===== src/sv/kfs_pkg.sv =====
`default_nettype none
// ----------------------------------------------------------------------------
// kfs_pkg: shared types and constants for the keyed FNV seed unit
// FNV-1a 64 and SplitMix64 constants, queue item type, multiplier bundles.
// ----------------------------------------------------------------------------
package kfs_pkg;

    localparam logic [63:0] FNV_BASIS  = 64'hcbf2_9ce4_8422_2325;
    localparam logic [63:0] GOLDEN     = 64'h9e37_79b9_7f4a_7c15;
    localparam logic [63:0] MIX_A      = 64'hbf58_476d_1ce4_e5b9;
    localparam logic [63:0] MIX_B      = 64'h94d0_49bb_1331_11eb;

    localparam int unsigned KEY_LEN_W          = 16;
    localparam int unsigned KFS_MAX_KEY_BYTES  = 65535;

    typedef struct packed {
        logic [7:0] key_byte;
        logic       byte_present;
        logic       last_byte;
    } kfs_item_t;

    typedef struct packed {
        logic        start;
        logic [63:0] a;
        logic [63:0] b;
    } mul_req_t;

    typedef struct packed {
        logic        done;
        logic [63:0] p;
    } mul_rsp_t;

    typedef enum logic [2:0] {
        BK_IDLE,
        BK_PREP,
        BK_MIX_A,
        BK_MIX_B,
        BK_OUT
    } bk_state_t;

    // One FNV-1a step: xor the byte in, multiply by 2^40 + 0x1b3 (low 64 bits).
    function automatic logic [63:0] fnv_absorb(input logic [63:0] h, input logic [7:0] b);
        logic [63:0] x;
        x = h ^ {56'd0, b};
        return (x << 40) + (x << 8) + (x << 7) + (x << 5) + (x << 4) + (x << 1) + x;
    endfunction

endpackage
`default_nettype wire


===== src/sv/keyed_fnv_splitmix_seed_unit.sv =====
`default_nettype none
// Flow: an accepted key byte is registered in the queue, then absorbed into the
// registered hash in the engine; a last item then runs the SplitMix64 finalize.
// Throughput: one byte per cycle inside a key; a last item holds the engine
// for two 64-bit multiplies on the 32x32 unit.
// Reset and every ride_seed write start a seeded basis precompute over the eight
// seed bytes; a new key waits for it. Reset is synchronous, active low.
// ----------------------------------------------------------------------------
// keyed_fnv_splitmix_seed_unit: keyed FNV-1a 64 element seed generator
// Hashes ride seed and key bytes, finalizes with SplitMix64, emits one seed.
// ----------------------------------------------------------------------------
module keyed_fnv_splitmix_seed_unit
    import kfs_pkg::*;
#(
    parameter int unsigned MAX_KEY_BYTES = KFS_MAX_KEY_BYTES
) (
    input  wire logic        aclk,
    input  wire logic        aresetn,
    input  wire logic        cfg_we,
    input  wire logic [63:0] cfg_wdata,    // ride_seed
    input  wire logic        s_tvalid,
    output logic             s_tready,
    input  wire logic [7:0]  s_tdata,      // [7:0] key_byte
    input  wire logic [0:0]  s_tuser,      // [0] byte_present
    input  wire logic        s_tlast,      // last_byte
    output logic             m_tvalid,
    input  wire logic        m_tready,
    output logic [63:0]      m_tdata       // [63:0] element_seed
);

    logic      item_valid;
    kfs_item_t item;
    logic      item_pop;
    mul_req_t  mul_req;
    mul_rsp_t  mul_rsp;

    kfs_front u_front (
        .aclk       (aclk),
        .aresetn    (aresetn),
        .s_tvalid   (s_tvalid),
        .s_tready   (s_tready),
        .s_tdata    (s_tdata),
        .s_tuser    (s_tuser),
        .s_tlast    (s_tlast),
        .item_valid (item_valid),
        .item       (item),
        .item_pop   (item_pop)
    );

    kfs_back #(
        .MAX_KEY_BYTES (MAX_KEY_BYTES)
    ) u_back (
        .aclk       (aclk),
        .aresetn    (aresetn),
        .cfg_we     (cfg_we),
        .cfg_wdata  (cfg_wdata),
        .item_valid (item_valid),
        .item       (item),
        .item_pop   (item_pop),
        .mul_req    (mul_req),
        .mul_rsp    (mul_rsp),
        .m_tvalid   (m_tvalid),
        .m_tready   (m_tready),
        .m_tdata    (m_tdata)
    );

    kfs_mul64 u_mul (
        .aclk    (aclk),
        .aresetn (aresetn),
        .req     (mul_req),
        .rsp     (mul_rsp)
    );

endmodule
`default_nettype wire


===== src/sv/kfs_front.sv =====
`default_nettype none
// ----------------------------------------------------------------------------
// kfs_front: input acceptance and item queue
// Drops items that carry neither a byte nor an end mark, queues the rest.
// ----------------------------------------------------------------------------
module kfs_front
    import kfs_pkg::*;
(
    input  wire logic       aclk,
    input  wire logic       aresetn,
    input  wire logic       s_tvalid,
    output logic            s_tready,
    input  wire logic [7:0] s_tdata,    // [7:0] key_byte
    input  wire logic [0:0] s_tuser,    // [0] byte_present
    input  wire logic       s_tlast,
    output logic            item_valid,
    output kfs_item_t       item,
    input  wire logic       item_pop
);

    localparam int unsigned DEPTH = 2;

    kfs_item_t  mem_reg [DEPTH];
    logic       wr_ptr_reg;
    logic       rd_ptr_reg;
    logic [1:0] count_reg;
    logic       push;
    logic       pop;

    assign s_tready   = (count_reg != 2'(DEPTH));
    assign push       = s_tvalid && s_tready && (s_tuser[0] || s_tlast);
    assign item_valid = (count_reg != 2'd0);
    assign pop        = item_pop && item_valid;
    assign item       = mem_reg[rd_ptr_reg];

    always_ff @(posedge aclk) begin
        if (!aresetn) begin
            wr_ptr_reg <= 1'b0;
            rd_ptr_reg <= 1'b0;
            count_reg  <= 2'd0;
        end else begin
            if (push) begin
                wr_ptr_reg <= ~wr_ptr_reg;
            end
            if (pop) begin
                rd_ptr_reg <= ~rd_ptr_reg;
            end
            if (push && !pop) begin
                count_reg <= count_reg + 2'd1;
            end else if (pop && !push) begin
                count_reg <= count_reg - 2'd1;
            end
        end
    end

    always_ff @(posedge aclk) begin
        if (push) begin
            mem_reg[wr_ptr_reg] <= '{key_byte: s_tdata, byte_present: s_tuser[0],
                                     last_byte: s_tlast};
        end
    end

endmodule
`default_nettype wire


===== src/sv/kfs_mul64.sv =====
`default_nettype none
// ----------------------------------------------------------------------------
// kfs_mul64: 64 x 64 multiplier, low 64 bits of the product
// Three 32 x 32 partial products, one per cycle; done pulses when p is final.
// ----------------------------------------------------------------------------
module kfs_mul64
    import kfs_pkg::*;
(
    input  wire logic     aclk,
    input  wire logic     aresetn,
    input  wire mul_req_t req,
    output mul_rsp_t      rsp
);

    localparam logic [1:0] LAST_STEP = 2'd2;

    logic [63:0] a_reg;
    logic [63:0] b_reg;
    logic [63:0] acc_reg;
    logic [63:0] acc_next;
    logic [1:0]  step_reg;
    logic        busy_reg;
    logic        done_reg;
    logic [31:0] op_x;
    logic [31:0] op_y;
    logic [63:0] prod;

    always_comb begin
        case (step_reg)
            2'd0: begin
                op_x = a_reg[31:0];
                op_y = b_reg[31:0];
            end
            2'd1: begin
                op_x = a_reg[31:0];
                op_y = b_reg[63:32];
            end
            default: begin
                op_x = a_reg[63:32];
                op_y = b_reg[31:0];
            end
        endcase
        prod = {32'd0, op_x} * {32'd0, op_y};
        // cross terms only reach the upper half
        if (step_reg == 2'd0) begin
            acc_next = prod;
        end else begin
            acc_next = acc_reg + {prod[31:0], 32'd0};
        end
    end

    always_ff @(posedge aclk) begin
        if (!aresetn) begin
            busy_reg <= 1'b0;
            done_reg <= 1'b0;
            step_reg <= 2'd0;
        end else begin
            done_reg <= 1'b0;
            if (req.start) begin
                busy_reg <= 1'b1;
                step_reg <= 2'd0;
            end else if (busy_reg) begin
                step_reg <= step_reg + 2'd1;
                if (step_reg == LAST_STEP) begin
                    busy_reg <= 1'b0;
                    done_reg <= 1'b1;
                end
            end
        end
    end

    always_ff @(posedge aclk) begin
        if (req.start) begin
            a_reg <= req.a;
            b_reg <= req.b;
        end
        if (busy_reg) begin
            acc_reg <= acc_next;
        end
    end

    assign rsp.done = done_reg;
    assign rsp.p    = acc_reg;

endmodule
`default_nettype wire


===== src/sv/kfs_back.sv =====
`default_nettype none
// ----------------------------------------------------------------------------
// kfs_back: hash engine
// Seeded basis precompute, FNV-1a absorb, SplitMix64 finalize, output register.
// ----------------------------------------------------------------------------
module kfs_back
    import kfs_pkg::*;
#(
    parameter int unsigned MAX_KEY_BYTES = KFS_MAX_KEY_BYTES
) (
    input  wire logic        aclk,
    input  wire logic        aresetn,
    input  wire logic        cfg_we,
    input  wire logic [63:0] cfg_wdata,
    input  wire logic        item_valid,
    input  wire kfs_item_t   item,
    output logic             item_pop,
    output mul_req_t         mul_req,
    input  wire mul_rsp_t    mul_rsp,
    output logic             m_tvalid,
    input  wire logic        m_tready,
    output logic [63:0]      m_tdata
);

    localparam logic [KEY_LEN_W-1:0] MAX_LEN = KEY_LEN_W'(MAX_KEY_BYTES);

    bk_state_t            state_reg, state_next;
    logic [63:0]          seed_reg;
    logic [63:0]          basis_reg;
    logic [2:0]           basis_cnt_reg;
    logic                 basis_busy_reg;
    logic [63:0]          hash_reg;
    logic [KEY_LEN_W-1:0] len_reg;
    logic                 in_key_reg;
    logic [63:0]          work_reg, work_next;
    logic                 out_valid_reg;
    logic [63:0]          out_data_reg;
    logic                 load_out;

    logic [63:0]          h_start, h_item;
    logic [KEY_LEN_W-1:0] len_start, len_item;
    logic [63:0]          z0;

    // a key starts from the precomputed seeded basis
    always_comb begin
        h_start   = in_key_reg ? hash_reg : basis_reg;
        len_start = in_key_reg ? len_reg : '0;
        if (item.byte_present) begin
            h_item   = fnv_absorb(h_start, item.key_byte);
            len_item = (len_start < MAX_LEN) ? len_start + 1'b1 : len_start;
        end else begin
            h_item   = h_start;
            len_item = len_start;
        end
        z0 = (work_reg ^ ({{(64-KEY_LEN_W){1'b0}}, len_reg} + GOLDEN)) + GOLDEN;
    end

    always_comb begin
        state_next = state_reg;
        item_pop   = 1'b0;
        mul_req    = '{start: 1'b0, a: work_reg, b: MIX_A};
        work_next  = work_reg;
        load_out   = 1'b0;
        unique case (state_reg)
            BK_IDLE: begin
                if (item_valid && (in_key_reg || !basis_busy_reg)) begin
                    item_pop = 1'b1;
                    if (item.last_byte) begin
                        work_next  = h_item;
                        state_next = BK_PREP;
                    end
                end
            end
            BK_PREP: begin
                mul_req    = '{start: 1'b1, a: z0 ^ (z0 >> 30), b: MIX_A};
                state_next = BK_MIX_A;
            end
            BK_MIX_A: begin
                if (mul_rsp.done) begin
                    mul_req    = '{start: 1'b1, a: mul_rsp.p ^ (mul_rsp.p >> 27), b: MIX_B};
                    state_next = BK_MIX_B;
                end
            end
            BK_MIX_B: begin
                if (mul_rsp.done) begin
                    work_next  = mul_rsp.p;
                    state_next = BK_OUT;
                end
            end
            BK_OUT: begin
                if (!out_valid_reg || m_tready) begin
                    load_out   = 1'b1;
                    state_next = BK_IDLE;
                end
            end
            default: state_next = BK_IDLE;
        endcase
    end

    always_ff @(posedge aclk) begin
        if (!aresetn) begin
            state_reg      <= BK_IDLE;
            seed_reg       <= 64'd0;
            basis_reg      <= FNV_BASIS;
            basis_cnt_reg  <= 3'd0;
            basis_busy_reg <= 1'b1;
            len_reg        <= '0;
            in_key_reg     <= 1'b0;
            out_valid_reg  <= 1'b0;
        end else begin
            state_reg <= state_next;
            if (item_pop) begin
                len_reg    <= len_item;
                in_key_reg <= !item.last_byte;
            end
            // seed bytes are absorbed lowest first, one per cycle
            if (cfg_we) begin
                seed_reg       <= cfg_wdata;
                basis_reg      <= FNV_BASIS;
                basis_cnt_reg  <= 3'd0;
                basis_busy_reg <= 1'b1;
            end else if (basis_busy_reg) begin
                basis_reg     <= fnv_absorb(basis_reg, seed_reg[8*basis_cnt_reg +: 8]);
                basis_cnt_reg <= basis_cnt_reg + 3'd1;
                if (basis_cnt_reg == 3'd7) begin
                    basis_busy_reg <= 1'b0;
                end
            end
            if (load_out) begin
                out_valid_reg <= 1'b1;
            end else if (m_tready) begin
                out_valid_reg <= 1'b0;
            end
        end
    end

    always_ff @(posedge aclk) begin
        work_reg <= work_next;
        if (item_pop) begin
            hash_reg <= h_item;
        end
        if (load_out) begin
            out_data_reg <= work_reg ^ (work_reg >> 31);
        end
    end

    assign m_tvalid = out_valid_reg;
    assign m_tdata  = out_data_reg;

`ifndef ASSERT_OFF
    a_start_after_basis: assert property (@(posedge aclk) disable iff (!aresetn)
        (item_pop && !in_key_reg) |-> !basis_busy_reg)
        else $error("key started before seeded basis was ready");

    a_len_bounded: assert property (@(posedge aclk) disable iff (!aresetn)
        len_reg <= MAX_LEN)
        else $error("key length exceeds bound");

    a_done_in_mix: assert property (@(posedge aclk) disable iff (!aresetn)
        mul_rsp.done |-> (state_reg == BK_MIX_A || state_reg == BK_MIX_B))
        else $error("multiplier result outside a finalize step");

    a_prep_to_mix: assert property (@(posedge aclk) disable iff (!aresetn)
        (state_reg == BK_PREP) |=> (state_reg == BK_MIX_A))
        else $error("finalize did not start the first multiply");
`endif

endmodule
`default_nettype wire

===== config.mk =====
export PLATFORM = sky130hd
export DESIGN_NAME = keyed_fnv_splitmix_seed_unit
export DESIGN_NICKNAME = d
export VERILOG_FILES = /design/src/sv/kfs_pkg.sv /design/src/sv/keyed_fnv_splitmix_seed_unit.sv /design/src/sv/kfs_front.sv /design/src/sv/kfs_mul64.sv /design/src/sv/kfs_back.sv
export SDC_FILE = /design/constraint.sdc
export NUM_CORES = 2
export LEC_CHECK = 0
export ABC_CLOCK_PERIOD_IN_PS = 27700
export BUFFER_PORTS_ARGS = -buffer_cell sky130_fd_sc_hd__buf_2
export CELL_PAD_IN_SITES_DETAIL_PLACEMENT = 0
export CELL_PAD_IN_SITES_GLOBAL_PLACEMENT = 1
export CORE_UTILIZATION = 57
export CTS_BUF_LIST = sky130_fd_sc_hd__clkbuf_16
export DETAILED_ROUTE_END_ITERATION = 16
export PLACE_DENSITY = 0.86
export SYNTH_ARGS = -nofsm -noshare
export SYNTH_HDL_FRONTEND = slang
export SYNTH_SLANG_ARGS = --single-unit

===== constraint.sdc =====
create_clock -name aclk -period 27.7 [get_ports aclk]
set_clock_uncertainty 0.1 [all_clocks]
set_input_delay 2.77 -clock aclk [delete_from_list [all_inputs] [get_ports aclk]]
set_output_delay 2.77 -clock aclk [all_outputs]
set_load 0.1 [all_outputs]

==> metrics.yaml <==
status: "finished clean"
most-common-layout-cells: "inv_1 (1596), fa_1 (1326), ha_1 (582)"
post_cts_buffers: 0
final_common_cell: "inv_1"
maxSlewHeadroom_pct: 4.74
dieArea_mm2: 0.134
htree_levels: 2
fin_nets: 9589
final-hold-violation-count: 0
ys_ff_latch: 504
crit_type: "flip-flop to flip-flop"
vias: 56900
drive_gt1_share_pct: 7.13
clockRootBuffer: "clkbuf_16"
max_cap_violations: 0
avgSynthCellArea_um2: 9.95
wl_per_cell_um: 27.7
crit_family: "adder cells"
start_util_pct: 57.8
fin_crit_sh_pct: 45.8
required_ns: 28.03
yosysSeqAreaShare_pct: 17.9
fp.coreArea_mm2: 0.130
rsz0062_at_grt: "no"
antenna_found_initial: 21
drc: 0
setup_tns_ns: 0
grt_use_total_pct: 39.9
synthCells: 7567
die_x_um: 365
path_common_cell: "fa_1"
netlist_area_mm2: 0.0753
min_path_type: "flip-flop to flip-flop"
core.rowCount: 132
routed_via_density: 6.05
antenna_left: 0
syn_nets: 9557
min_period_ns: 12.69
yosys_warnings: 0
crit_path_end_kind: "flip-flop"
place_ws_ns: 15.26
cp_data_arrival_time_ns: 13.02
cts_tree: "yes"
fillCellCount: 11200
cts_resized: 0
start_kind: "flip-flop"
ys_types: 108
seq_area_mm2: 0.0135
max_stage_delay_ns: 0.69
dpl.hpwl_mm: 216
grt_pass1_vias: 57700
cts_buffers: 57
drv_slew: 0
yosys_most_used_dff: "edfxtp_1"
cts_buffer_depth: 3
numPortBuffers: 144
gp_congestion: 1.07
drtIter0Drc: 7179
die_h_um: 365
setup_viol: 0
worst_slack_ns: 15.01
grt_max_degree: 94
grt_overflow: 0
cp_max_fo: 25
cts_hold_buffers: 0
worst_slew_pin_slew_ns: 1.41
crit_buf_inv: 8
multi_input_area_mm2: 0.0548
clock_latency_ns: 0.69
cts_sinks: 504
synthArstFlopShare_pct: 0
wl_mm: 260
syn_to_final_growth_pct: 6.18
grt_pass1_wl_mm: 384
synth-edff-count: 342
clkTransAtPathRegs_ns: 0.07
firstDrtPassIters: 7
num_io_pins: 145
cp_slowest_cell: "nor2_1"
max_freq_mhz: 78.8
[tightest hold or removal path, cell delays in order, from the launching register on]
cell     delay [ns]
dfxtp_1        0.32
mux2i_1        0.06
nor2b_1        0.09
[through the flow]
step	area, um^2	hold WS, ns	utilization, %	instances
6_report	79900	0.413	61.4	9398
5_1_grt	79900	0.445	61.3	9390
4_1_cts	79900	0.419	61.3	9390
3_5_place_dp	77900	0.402	59.8	9282
3_3_place_gp	77900	0.391	59.8	9282
2_1_floorplan	75300	0.324	-	7567
[cell usage after synthesis (162+ instances only)]
cell      instances  area, um^2
xnor2_1         246        2150
xor2_1          188        1650
edfxtp_1        342       10300
clkbuf_1        224         841
inv_1          1598        6000
a21oi_1         310        1550
o21ai_0         232        1160
dfxtp_1         162        3240
fa_1           1326       26500
nor2_1          501        1880
ha_1            585        7320
nand2_1         416        1560
[layer usage]
layer	vias to the layer above	global-route usage, %	share of wire, %
met5	-	0.436	0.072
met4	20	11.2	3.3
met3	471	15.1	15
met2	3530	53.9	40
met1	28700	59.3	42
li1	24200	-	-
[cell families (layout without fill, tap and decap cells)]
group	after synthesis	after routing	share of synthesized area, %
adders and majority gates	1911	1911	45.0
buffers and inverters	1871	1952	9.36
and+or+nand+nor	1515	1515	9.42
AOI/OAI and AO/OA	1068	1068	9.27
DFF	504	504	17.9
xor gates and xnor gates	438	438	5.16
muxes	260	260	3.86
other	0	8	0
[final cells by class]
type | instances | share of cell area, %
well taps | 1742 | 2.73
flip-flops and latches | 504 | 16.9
clock inverters | 49 | 0.654
clock buffers | 59 | 1.85
multi-input cells | 5192 | 68.5
inverters | 1614 | 7.58
diodes | 8 | 0.0250
repair buffers | 230 | 1.71
[worst paths after layout]
check | start | cells after the start | end | slack, ns
worst max-delay path | u_mul.step_reg[0]$_SDFFE_PP0P_ | 38 | u_mul.acc_reg[63]$_DFFE_PP_ | 15.01
worst max register to register | u_mul.step_reg[0]$_SDFFE_PP0P_ | 38 | u_mul.acc_reg[63]$_DFFE_PP_ | 15.01
worst min register to register | u_back.seed_reg[12]$_SDFFE_PN0P_ | 2 | u_back.seed_reg[12]$_SDFFE_PN0P_ | 0.41
worst min-delay path | u_back.seed_reg[12]$_SDFFE_PN0P_ | 2 | u_back.seed_reg[12]$_SDFFE_PN0P_ | 0.41
Power is left out: the tool's default activity adds up to more than one toggle a clock period on the data nets, which glitch-free logic cannot reach.
